--- config.mk ---
export PLATFORM = sky130hd
export DESIGN_NAME = blet_ram
export DESIGN_NICKNAME = d
export VERILOG_FILES = /design/src/design/binary_image_lane_edge_tracker_assert.svh /design/src/design/blet_ram.sv
export SDC_FILE = /design/constraint.sdc
export NUM_CORES = 1
export LEC_CHECK = 0
export CAP_MARGIN = 10
export CORE_UTILIZATION = 40
export CTS_CLUSTER_DIAMETER = 120
export DETAILED_ROUTE_END_ITERATION = 10
export DONT_BUFFER_PORTS = 1
export PLACE_DENSITY = 0.64
export REMOVE_ABC_BUFFERS = 1
export SLEW_MARGIN = 10
export SYNTH_ARGS = -nofsm -noshare
export SYNTH_HDL_FRONTEND = slang
export SYNTH_SLANG_ARGS = --single-unit
export TNS_END_PERCENT = 20
--- constraint.sdc ---
create_clock -name clock -period 5 [get_ports clock]
set_input_delay 0.5 -clock clock [delete_from_list [all_inputs] [get_ports clock]]
set_output_delay 0.5 -clock clock [all_outputs]
set_load 0.02 [all_outputs]
--- src/design/binary_image_lane_edge_tracker_assert.svh ---
// ---------------------------------------------------------------------------
// Lane edge tracker assertion macros
// Concurrent assertion wrappers, empty when synthesized.
// ---------------------------------------------------------------------------
`ifndef BINARY_IMAGE_LANE_EDGE_TRACKER_ASSERT_SVH
`define BINARY_IMAGE_LANE_EDGE_TRACKER_ASSERT_SVH

`ifndef SYNTHESIS
`define BLET_ASSERT(lbl, clk, rst, prop) \
   lbl: assert property (@(posedge clk) disable iff (rst) prop) \
      else $error("lane edge tracker assertion failed");
`define BLET_NEVER(lbl, clk, rst, cond) \
   lbl: assert property (@(posedge clk) disable iff (rst) !(cond)) \
      else $error("lane edge tracker forbidden condition");
`else
`define BLET_ASSERT(lbl, clk, rst, prop)
`define BLET_NEVER(lbl, clk, rst, cond)
`endif

`endif

--- src/design/blet_ram.sv ---
// ---------------------------------------------------------------------------
// Generic single port RAM
// One access per cycle, registered read data, read before write.
// ---------------------------------------------------------------------------
module blet_ram #(
   parameter int WIDTH = 8,
   parameter int DEPTH = 16
) (
   input  logic                     clock,
   input  logic                     en,
   input  logic                     we,
   input  logic [$clog2(DEPTH)-1:0] addr,
   input  logic [WIDTH-1:0]         wdata,
   output logic [WIDTH-1:0]         rdata
);

   logic [WIDTH-1:0] mem_ff [DEPTH];
   logic [WIDTH-1:0] rdata_ff;

   always_ff @(posedge clock) begin
      if (en) begin
         if (we) begin
            mem_ff[addr] <= wdata;
         end
         rdata_ff <= mem_ff[addr];
      end
   end

   assign rdata = rdata_ff;

endmodule

==> summary.txt <==
Power and ir drop
  – Max rail drop VDD: 0.270 mV
  – Pleak: 1.89 nW
  – Total power: 2.57 mW
  – Pwr/cell area: 431 mW/mm^2

Floorplanning
  – Initial Utilization: 41.3%
  – Die W: 116 microns
  – Die area: 0.0135 sq mm
  – Die Y: 116 microns
  – Total I/O pin count: 23
  – Placeable Area: 0.0127 sq mm
  – Row count: 41

Placement
  – Dpl ws: 2.75 ns
  – Final GP Congestion: 0.723
  – Port Buf Inserts: 0
  – Post-DP Area: 0.00537 sq mm
  – Post-Place Cells: 392
  – DP HPWL: 5980 microns

Detailed routing
  – Detail Route Antenna Nets: 0
  – Vias: 2242
  – Detailed-route DRC error count: 0
  – Drt wl/cell: 23.4 microns
  – 1st-iter DRT viols: 191
  – 1st-pass router iterations: 5
  – Routed WL: 9840 microns
  – Vias per inst: 5.33

STA
  – Setup TNS: 0 ns
  – Slew @ Worst Pin: 1.14 ns
  – Setup Skew: 0.0107 ns
  – Final worst path period share: 36.2%
  – Final setup viols: 0
  – Final worst path period need: 1.81 ns
  – Slew Limit Fails: 0
  – Max Freq: 553 MHz
  – Slew margin rel.: 23.7%
  – RSZ-0062 raised after global routing: no
  – Final hold viol count: 0
  – Min Hold Slack: 0.180 ns
  – Final setup margin: 3.19 ns

Logic synthesis
  – #FFs+latches synth: 136
  – Area share of fa/ha/maj cells after synthesis: 0%
  – Mapped Area: 0.00523 sq mm
  – Post-synthesis mux area share: 14.9%
  – Post-synthesis sequential area ratio: 78.1%
  – Post-Syn Instances: 233
  – Syn_area_per_cell: 22.5 sq um
  – Synth Area in Simple Gates: 3.20%
  – Xor-xnor portion of the synthesized cell area: 0%
  – Post-synthesis compound-gate area fraction: 2.30%
  – Synth warn: 0
  – Library cells used by synthesis: 18
  – Largest family of logic cells by synthesized area: multiplexers

GRT
  – Vias in the first global route: 2383
  – Total grt overflow: 0
  – Largest net degree at the start of global routing: 37
  – First-pass GRT wire length: 14800 microns
  – Initial antenna violation count: 0
  – All-layer global routing usage: 16.5%

Critical path
  – Req. time, crit path: 5.03 ns
  – Worst endpoint data arrival time: 1.84 ns
  – FF-to-FF setup slack: 3.39 ns
  – Critical path buffers and inverters: 0
  – Largest delay share family, worst path: simple AND/OR/NAND/NOR gates
  – Kind of critical path: in2reg
  – Worst path cell trace: or3_1 > nor3_1
  – Critical Path Max Stage Delay: 0.89 ns
  – Capturing element type of the critical path: flop
  – CP Max Fanout: 36
  – Startpoint types: primary input
  – Critical Path Slowest Stage Cell: nor3_1

Clock network
  – Clock sink total: 136
  – Post-CTS sizing: 0
  – H-tree Lvls: 4
  – Inserted Clock Buffers: 17
  – Clock transition at path regs: 0.06 ns
  – CTS tree: done
  – CTS Buffer Depth: 2
  – Post-CTS Repair Setup Buffers: 0
  – Clock Latency Late Sink: 0.41 ns
  – Cts hold-fix bufs: 0
  – Root Driver: clkbuf_16

Flow run
  – Max-cap viol count: 0

Hold path
  – Hold Path Class: in2reg

Cells and area
  – Final Core Density: 47.0%
  – Final #Nets: 254
  – Final Instance Area: 0.00596 sq mm
  – Area growth, synth to finish: 13.9%
  – ANT cells: 0
  – Proportion of layout cells with a drive suffix above 1: 18.5%
  – Cell Count, Final, Fillers Out: 421

Outcome
  – Status: completed
-- sequential cells by signal, summed over array words and instances (netlist names) --
| signal | flops |
|---|---|
| rdata | 8 |
| mem_ff | 128 |
-- synth_stat cells --
cell      number  share of area [%]
clkbuf_1       4               0.29
and2_1         1               0.12
nor2b_1        2               0.24
or3_1          1               0.12
mux4_1        16                8.0
buf_8          1               0.29
nand2_1       10               0.72
nor2_1        13               0.93
buf_1          3               0.22
nand4_1        1               0.12
nand4b_1       2               0.33
buf_6          2               0.43
buf_2          3               0.29
a22oi_1       16                2.3
edfxtp_1     136                 78
nand2b_1       2               0.24
nor3_1         4               0.38
mux4_2        16                6.9
-- area by class of cell --
type	instances	area, sq um
Clock buffer	17	425
Sequential cell	136	4080
Fill cell	1043	6710
Tap cell	172	215
Multi-Input combinational cell	84	1080
Clock inverter	12	153
-- routing by layer --
layer	global-route usage (%)	vias to the layer above	routed length [microns]
met5	0	-	0
met4	6.92	0	116
met3	5.50	10	730
met2	23.7	70	4720
met1	23.1	1155	4270
li1	-	1007	-
-- placed cells by master, fill, tap and decap left out, types with 3 or more instances in the layout --
master,instances
edfxtp_1,136
clkbuf_16,17
mux4_1,16
mux4_2,16
a22oi_1,16
nor2_1,13
nand2_1,10
nor3_2,3
bufinv_16,3
-- power by group --
part	internal, mW	total (mW)	switching (mW)	leakage, nW
sequential	1.28	1.29	0.0114	1.23
clock	0.774	1.22	0.448	0.277
combinational	0.0324	0.0598	0.0274	0.378
total	2.08	2.57	0.487	1.89
-- cell families after synthesis --
group                  after synthesis
AO/OA/AOI/OAI                       16
buffers and inverters               13
multiplexers                        32
AND/OR/NAND/NOR                     36
flip-flops                         136
-- path summary, 6_finish.rpt --
check          startpoint            to  depth (start not counted)
max               addr[1]  mem_ff[0][3]                          2
min              wdata[1]  mem_ff[1][1]                          0
max reg2reg  mem_ff[0][4]      rdata[4]                          3
min reg2reg  mem_ff[7][0]      rdata[0]                          3
No activity file was read; power rests on OpenSTA's default activity.
