==> config.mk <==
export PLATFORM = sky130hd
export DESIGN_NAME = blet_scan
export DESIGN_NICKNAME = d
export VERILOG_FILES = /design/src/design/binary_image_lane_edge_tracker_assert.svh /design/src/design/blet_pkg.sv /design/src/design/blet_scan.sv
export SDC_FILE = /design/constraint.sdc
export NUM_CORES = 1
export LEC_CHECK = 0
export BUFFER_PORTS_ARGS = -buffer_cell sky130_fd_sc_hd__buf_2
export CAP_MARGIN = 30
export CORE_ASPECT_RATIO = 0.9
export CORE_MARGIN = 1.5
export CORE_UTILIZATION = 45
export CTS_CLUSTER_SIZE = 8
export DETAILED_ROUTE_END_ITERATION = 10
export GPL_ROUTABILITY_DRIVEN = 0
export PLACE_DENSITY_LB_ADDON = 0.05
export SLEW_MARGIN = 20
export SYNTH_ARGS = -nofsm -noshare
export SYNTH_HDL_FRONTEND = slang
export SYNTH_SLANG_ARGS = --single-unit
==> constraint.sdc <==
create_clock -name clock -period 3.5 [get_ports clock]
set_input_delay 0.7 -clock clock [delete_from_list [all_inputs] [get_ports clock]]
set_output_delay 0.7 -clock clock [all_outputs]
set_load 0.005 [all_outputs]
==> src/design/binary_image_lane_edge_tracker_assert.svh <==
// ---------------------------------------------------------------------------
// Lane edge tracker assertion macros
// Concurrent assertion wrappers, empty when synthesized.
// ---------------------------------------------------------------------------
`ifndef BINARY_IMAGE_LANE_EDGE_TRACKER_ASSERT_SVH
`define BINARY_IMAGE_LANE_EDGE_TRACKER_ASSERT_SVH

`ifndef SYNTHESIS
`define BLET_ASSERT(lbl, clk, rst, prop) \
   lbl: assert property (@(posedge clk) disable iff (rst) prop) \
      else $error("lane edge tracker assertion failed");
`define BLET_NEVER(lbl, clk, rst, cond) \
   lbl: assert property (@(posedge clk) disable iff (rst) !(cond)) \
      else $error("lane edge tracker forbidden condition");
`else
`define BLET_ASSERT(lbl, clk, rst, prop)
`define BLET_NEVER(lbl, clk, rst, cond)
`endif

`endif

==> src/design/blet_pkg.sv <==
// ---------------------------------------------------------------------------
// Lane edge tracker package
// Shared constants, types and helpers of the lane edge tracker.
// ---------------------------------------------------------------------------
package blet_pkg;

   localparam int IMG_WIDTH  = 160;
   localparam int IMG_HEIGHT = 120;
   localparam int PIX_DEPTH  = IMG_WIDTH * IMG_HEIGHT;
   localparam int PIX_AW     = $clog2(PIX_DEPTH);
   localparam int ROW_AW     = $clog2(IMG_HEIGHT);
   localparam int CW         = 11;
   localparam int WIN_LEN    = 13;

   typedef logic signed [CW-1:0] scol_type;

   localparam logic [7:0] START_LEFTISH   = 8'd52;
   localparam logic [7:0] START_RIGHTISH  = 8'd108;
   localparam logic [7:0] START_CENTER    = 8'd80;
   localparam logic [7:0] CENTER_LOW      = 8'd78;
   localparam logic [7:0] CENTER_HIGH     = 8'd82;
   localparam logic [6:0] TRACK_FIRST_ROW = 7'd116;
   localparam logic [6:0] SEED_LAST_ROW   = 7'(IMG_HEIGHT - 3);
   localparam logic [7:0] CNT_LEFT_COL    = 8'd79;
   localparam logic [7:0] CNT_RIGHT_COL   = 8'd155;
   localparam logic [4:0] CNT_LAST_STEP   = 5'd18;
   localparam logic [1:0] CNT_LAST_ROW    = 2'd2;
   localparam logic [9:0] DIV3_MUL        = 10'd683;
   localparam int         DIV3_SHIFT      = 11;

   localparam logic [1:0] ST_FOUND      = 2'd0;
   localparam logic [1:0] ST_LOST_WHITE = 2'd1;
   localparam logic [1:0] ST_LOST_BLACK = 2'd2;

   localparam logic [2:0] CSR_LEFT_LIMIT    = 3'd0;
   localparam logic [2:0] CSR_RIGHT_LIMIT   = 3'd1;
   localparam logic [2:0] CSR_TOP_ROW       = 3'd2;
   localparam logic [2:0] CSR_TRACK_WINDOW  = 3'd3;
   localparam logic [2:0] CSR_REFIND_WINDOW = 3'd4;

   typedef enum logic [2:0] {
      PAT_SEED_R, PAT_SEED_L, PAT_TRK_L, PAT_CTR_L, PAT_TRK_R, PAT_CTR_R
   } pat_type;

   typedef enum logic [4:0] {
      FSM_IDLE, FSM_CNT, FSM_CNT_END, FSM_SEED_RD, FSM_SEED_R, FSM_SEED_L,
      FSM_SEED_WR, FSM_BASE, FSM_TRK_L, FSM_REF_L, FSM_CTR_L, FSM_LOST_L,
      FSM_LOST_LW, FSM_TRK_R, FSM_REF_R, FSM_CTR_R, FSM_LOST_R, FSM_LOST_RW,
      FSM_ROW_WR, FSM_FINISH
   } state_type;

   typedef struct packed {
      logic     go;
      pat_type  pat;
      scol_type c0;
      scol_type bound;
      logic [6:0] row;
   } scan_req_type;

   typedef struct packed {
      logic     busy;
      logic     done;
      logic     found;
      scol_type x;
   } scan_rsp_type;

   typedef struct packed {
      logic [7:0] left_edge;
      logic [7:0] right_edge;
      logic [1:0] left_status;
      logic [1:0] right_status;
   } edge_entry_type;

   function automatic logic [PIX_AW-1:0] pix_addr(input logic [6:0] row,
                                                   input logic [7:0] col);
      pix_addr = PIX_AW'(int'(row) * IMG_WIDTH + int'(col));
   endfunction

   function automatic logic in_frame(input scol_type c);
      in_frame = (c >= 0) && (c < scol_type'(IMG_WIDTH));
   endfunction

endpackage

==> src/design/blet_scan.sv <==
// ---------------------------------------------------------------------------
// Lane edge tracker column scanner
// Streams one pixel a cycle from the frame memory into a 13 pixel window
// and tests one candidate column a cycle against an edge pattern.
// ---------------------------------------------------------------------------
module blet_scan import blet_pkg::*; (
   input  logic              clock,
   input  logic              reset,
   input  scan_req_type      sreq,
   output scan_rsp_type      srsp,
   output logic              pix_re,
   output logic [PIX_AW-1:0] pix_ra,
   input  logic              pix_q
);

   logic                run_ff;
   logic                done_ff;
   logic                found_ff;
   scol_type            x_ff;
   pat_type             pat_ff;
   scol_type            bound_ff;
   logic [6:0]          row_ff;
   scol_type            rp_ff;
   scol_type            cand_ff;
   logic [WIN_LEN-1:0]  win_ff;
   logic [3:0]          fill_ff;
   logic                arr_ff;
   logic                inb_ff;

   logic     dneg;
   logic     go_neg;
   scol_type step;
   logic     bit_in;
   logic     full;
   logic     inrange;
   logic     match;

   always_comb begin
      dneg    = pat_ff inside {PAT_SEED_L, PAT_TRK_L, PAT_CTR_L};
      go_neg  = sreq.pat inside {PAT_SEED_L, PAT_TRK_L, PAT_CTR_L};
      step    = dneg ? -scol_type'(1) : scol_type'(1);
      bit_in  = arr_ff & inb_ff & pix_q;
      full    = (fill_ff == 4'(WIN_LEN));
      inrange = dneg ? (cand_ff > bound_ff) : (cand_ff < bound_ff);
      // window bit 6 is the candidate column
      case (pat_ff)
         PAT_SEED_R: match = win_ff[10] & win_ff[8] & !win_ff[6] & !win_ff[4] &
                             !win_ff[2] & !win_ff[0];
         PAT_SEED_L: match = win_ff[4] & win_ff[5] & !win_ff[6] & !win_ff[7] &
                             !win_ff[8] & !win_ff[9];
         PAT_TRK_L:  match = win_ff[6] & win_ff[5] & win_ff[4] & !win_ff[7] &
                             !win_ff[8];
         PAT_CTR_L:  match = win_ff[6] & win_ff[5] & win_ff[4] & !win_ff[7] &
                             !win_ff[8] & !win_ff[9];
         PAT_TRK_R:  match = win_ff[6] & win_ff[7] & win_ff[8] & !win_ff[5] &
                             !win_ff[4];
         PAT_CTR_R:  match = win_ff[6] & win_ff[7] & win_ff[8] & !win_ff[5] &
                             !win_ff[4] & !win_ff[3];
         default:    match = 1'b0;
      endcase
      pix_re = run_ff;
      pix_ra = in_frame(rp_ff) ? pix_addr(row_ff, rp_ff[7:0]) : '0;
   end

   always_ff @(posedge clock) begin
      if (reset) begin
         run_ff  <= 1'b0;
         done_ff <= 1'b0;
         arr_ff  <= 1'b0;
      end else begin
         done_ff <= 1'b0;
         if (sreq.go) begin
            run_ff   <= 1'b1;
            pat_ff   <= sreq.pat;
            bound_ff <= sreq.bound;
            row_ff   <= sreq.row;
            rp_ff    <= go_neg ? sreq.c0 + scol_type'(6) : sreq.c0 - scol_type'(6);
            cand_ff  <= sreq.c0;
            fill_ff  <= '0;
            arr_ff   <= 1'b0;
         end else if (run_ff) begin
            arr_ff <= 1'b1;
            inb_ff <= in_frame(rp_ff);
            rp_ff  <= rp_ff + step;
            if (full) begin
               if (!inrange || match) begin
                  run_ff   <= 1'b0;
                  done_ff  <= 1'b1;
                  found_ff <= inrange;
                  x_ff     <= cand_ff;
               end else begin
                  cand_ff <= cand_ff + step;
                  win_ff  <= dneg ? {win_ff[WIN_LEN-2:0], bit_in}
                                  : {bit_in, win_ff[WIN_LEN-1:1]};
               end
            end else if (arr_ff) begin
               fill_ff <= fill_ff + 4'd1;
               win_ff  <= dneg ? {win_ff[WIN_LEN-2:0], bit_in}
                               : {bit_in, win_ff[WIN_LEN-1:1]};
            end
         end
      end
   end

   assign srsp.busy  = run_ff;
   assign srsp.done  = done_ff;
   assign srsp.found = found_ff;
   assign srsp.x     = x_ff;

endmodule

==> results.cfg <==
[timing]
hold_viol_final = 0
fin_tns_setup_ns = 0
worst_pin_slew_ns = 0.547
max_freq_mhz = 297
fin_skew_ns = 0.00825
maxSlewHeadroom_pct = 63.4
rsz0062_at_grt = true
setup_viol = 0
slew_viol_final = 0
fin_crit_sh_pct = 96.3
period_needed_ns = 3.37

[floorplan]
core-area_mm2 = 0.0108
num_io_pins = 66
fp-row-count = 36
die_w_um = 114
die_area_mm2 = 0.0117
die_h_um = 103
start_util_pct = 46.1

[global_routing]
grt_pass1_wl_mm = 17.4
grt.total_usage_pct = 19.4
grt_overflow = 0
antenna_found_initial = 0
grt_max_degree = 34
grt_pass1_vias = 3587

[critical_path]
crit_required_ns = 2.80
cpMostUsedCell = ha_1
critPathArrivalTime_ns = 2.67
startpoint_type = register
path_class = reg2out
worstPathCellList = ha_1 -> ha_1 -> inv_1 -> fa_2 -> nand2b_1 -> a21o_1 -> xnor2_2 -> nand3_1 -> xor2_1 -> nor2_1 -> buf_2
end_kind = output port
crit_fanout = 3
slowest_delay_ns = 0.44
worst_path_max_delay_cell = edfxtp_1

[clocking]
clk_path_buf_depth = 2
post_cts_buffers = 0
clk_pin_slew_ns = 0.06
cts_tree = yes
htree_levels = 3
cts_buffers = 9
cts_sinks = 76
root_buffer = clkbuf_16
clk_latency_ns = 0.33

[drt]
vias = 3688
drtIter0Drc = 247
drc = 0
dr.pass1.iters = 4
vias_per_cell = 5.31
routedWlPerCell_um = 15.3
drtAntennaViolNets = 0
wirelength_mm = 10.7

[final_layout]
nFillCells = 972
final_cells = 695
area_growth_syn_to_layout_pct = 17.1
finalNetCount = 650
drive_gt1_share_pct = 18.7
antenna_cells = 0

[outcome]
status = completed

[logic_synthesis]
avgSynthCellArea_um2 = 10.3
syn_inst = 481
ys_seq_area_share_pct = 45.4
synth-warning-count = 0
synth_area_mm2 = 0.00496
ys_types = 50
syn_nets = 574
ys_ff_latch = 76

[pwr]
p_leak_nw = 2.52
vdd_drop_max_uv = 260
pwr_density_cell_mw_per_mm2 = 455

[min_path]
holdCritPathClass = reg2reg

[place]
io_buffers = 65
place_hpwl_mm = 8.16
dp_cells = 679

[job]
drv_cap = 0
[worst max-delay path, delay by kind of cell, from the launching register on]
family	cells	cell delay (ns)
flops	1	0.44
xor+xnor	2	0.33
buf+inv	2	0.18
fa+ha+maj	3	0.83
simple gates	3	0.36
compound gates	1	0.21
[cell usage after synthesis, drive strengths merged]
cell     number  area [µm²]
nand3        10        50.1
inv          32         123
mux2i         1        10.0
nor2b         8        50.1
o211ai        2        15.0
a211oi       10        85.1
dfxtp         3        60.1
o2111ai       1        8.76
a41oi         1        8.76
a31o          1        8.76
nand4b        1        8.76
o22ai         1        6.26
a21oi        24         120
o32ai         1        8.76
clkbuf        4        15.0
a2111oi       2        23.8
ha           52         651
o21ai        41         205
nand3b        2        15.0
and3          9        56.3
fa            5         100
o41ai         1        16.3
buf           7        47.5
or2           2        12.5
xnor2        28         245
nand4         3        18.8
nor3          7        35.0
a21o          8        60.1
xor2          8        70.1
o21bai        8        60.1
nand2b        3        18.8
o31ai         6        45.0
nand2        64         240
mux2          4        48.8
nor3b         1        7.51
edfxtp       73        2190
nor2         38         143
o211a         2        20.0
nor4          1        6.26
o21a          4        30.0
a31oi         2        12.5
[repair_timing]
item,in CTS,in global routing
setup endpoints to repair,0,3
gates resized for setup,0,4
hold buffers,0,0
[metal layers]
layer / track usage, % / vias to the layer above / wire [µm]
li1: - / 1889 / -
met1: 26.1 / 1720 / 5190
met2: 31.7 / 63 / 4990
met3: 3.64 / 16 / 296
met4: 6.63 / 0 / 185
met5: 0 / - / 0
[kinds of logic (layout without fill, tap and decap cells)]
family                   after synthesis  in the layout  share of synthesized area [%]
flip-flops                            76             76                           45.4
buffers and inverters                 43            124                           3.73
multiplexers                           5              5                           1.19
AO/OA/AOI/OAI                        115            115                           14.8
XOR/XNOR                              36             36                           6.36
AND/OR/NAND/NOR                      149            149                           13.3
adder cells (fa/ha/maj)               57             57                           15.1
[report_power, final]
group	internal, mW	switching [mW]
logic	0.249	0.302
clock network	0.625	0.370
registers	1.06	0.0353
total	1.93	0.708
[through the flow]
stage	hold WS (ns)	util [%]	power [mW]	setup WS, ns	cell area (µm²)
after floorplan	0.461	-	1.51	0.410	4960
after global placement	0.486	50.8	1.65	0.419	5470
after detailed placement	0.491	50.8	1.66	0.375	5470
after CTS	0.502	53.8	2.66	0.0163	5790
after global routing	0.518	54.0	2.78	-0.0352	5810
final	0.498	54.0	2.64	0.128	5810
[state kept, by name (all words and copies together), names as in the netlist]
| signal | cells |
|---|---|
| cand_ff | 11 |
| arr_ff | 1 |
| win_ff | 13 |
| row_ff | 7 |
| fill_ff | 4 |
| pat_ff | 3 |
| inb_ff | 1 |
| pix_re | 1 |
| done_ff | 1 |
| rp_ff | 11 |
| bound_ff | 11 |
| found_ff | 1 |
| x_ff | 11 |
[final cells by class]
cell class | instances | area [µm²] | share of cell area, %
clock buffer | 10 | 229 | 3.94
timing repair buffer | 76 | 408 | 7.02
multi-input combinational | 362 | 2540 | 43.8
inverter | 32 | 123 | 2.11
clock inverter | 6 | 88.8 | 1.53
sequential | 76 | 2250 | 38.8
tap | 133 | 166 | 2.87
[final timing paths]
path                              endpoint  cells after the start  slack, ns  startpoint
worst max-delay path            pix_ra[13]                     11       0.13   row_ff[1]
worst min-delay path               x_ff[3]                      0       0.50  cand_ff[3]
worst max register to register    rp_ff[9]                     10       0.72   pat_ff[0]
worst min register to register     x_ff[3]                      0       0.50  cand_ff[3]
[cells in the final DEF, fill, tap and decap left out, types with 7 or more instances in the layout]
cell type  Yosys  final
a211oi_1       8      8
a21o_1         8      8
a21oi_1       24     24
and3_1         9      9
buf_2          2     65
buf_4          3     11
clkbuf_16      0      9
edfxtp_1      73     73
ha_1          52     52
inv_1         31     31
nand2_1       64     64
nand3_1       10     10
nor2_1        38     38
nor2b_1        8      7
nor3_1         7      7
o21ai_0       40     40
o21bai_1       8      8
xnor2_1       28     26
xor2_1         8      8
(Power assumes the default switching activity.)
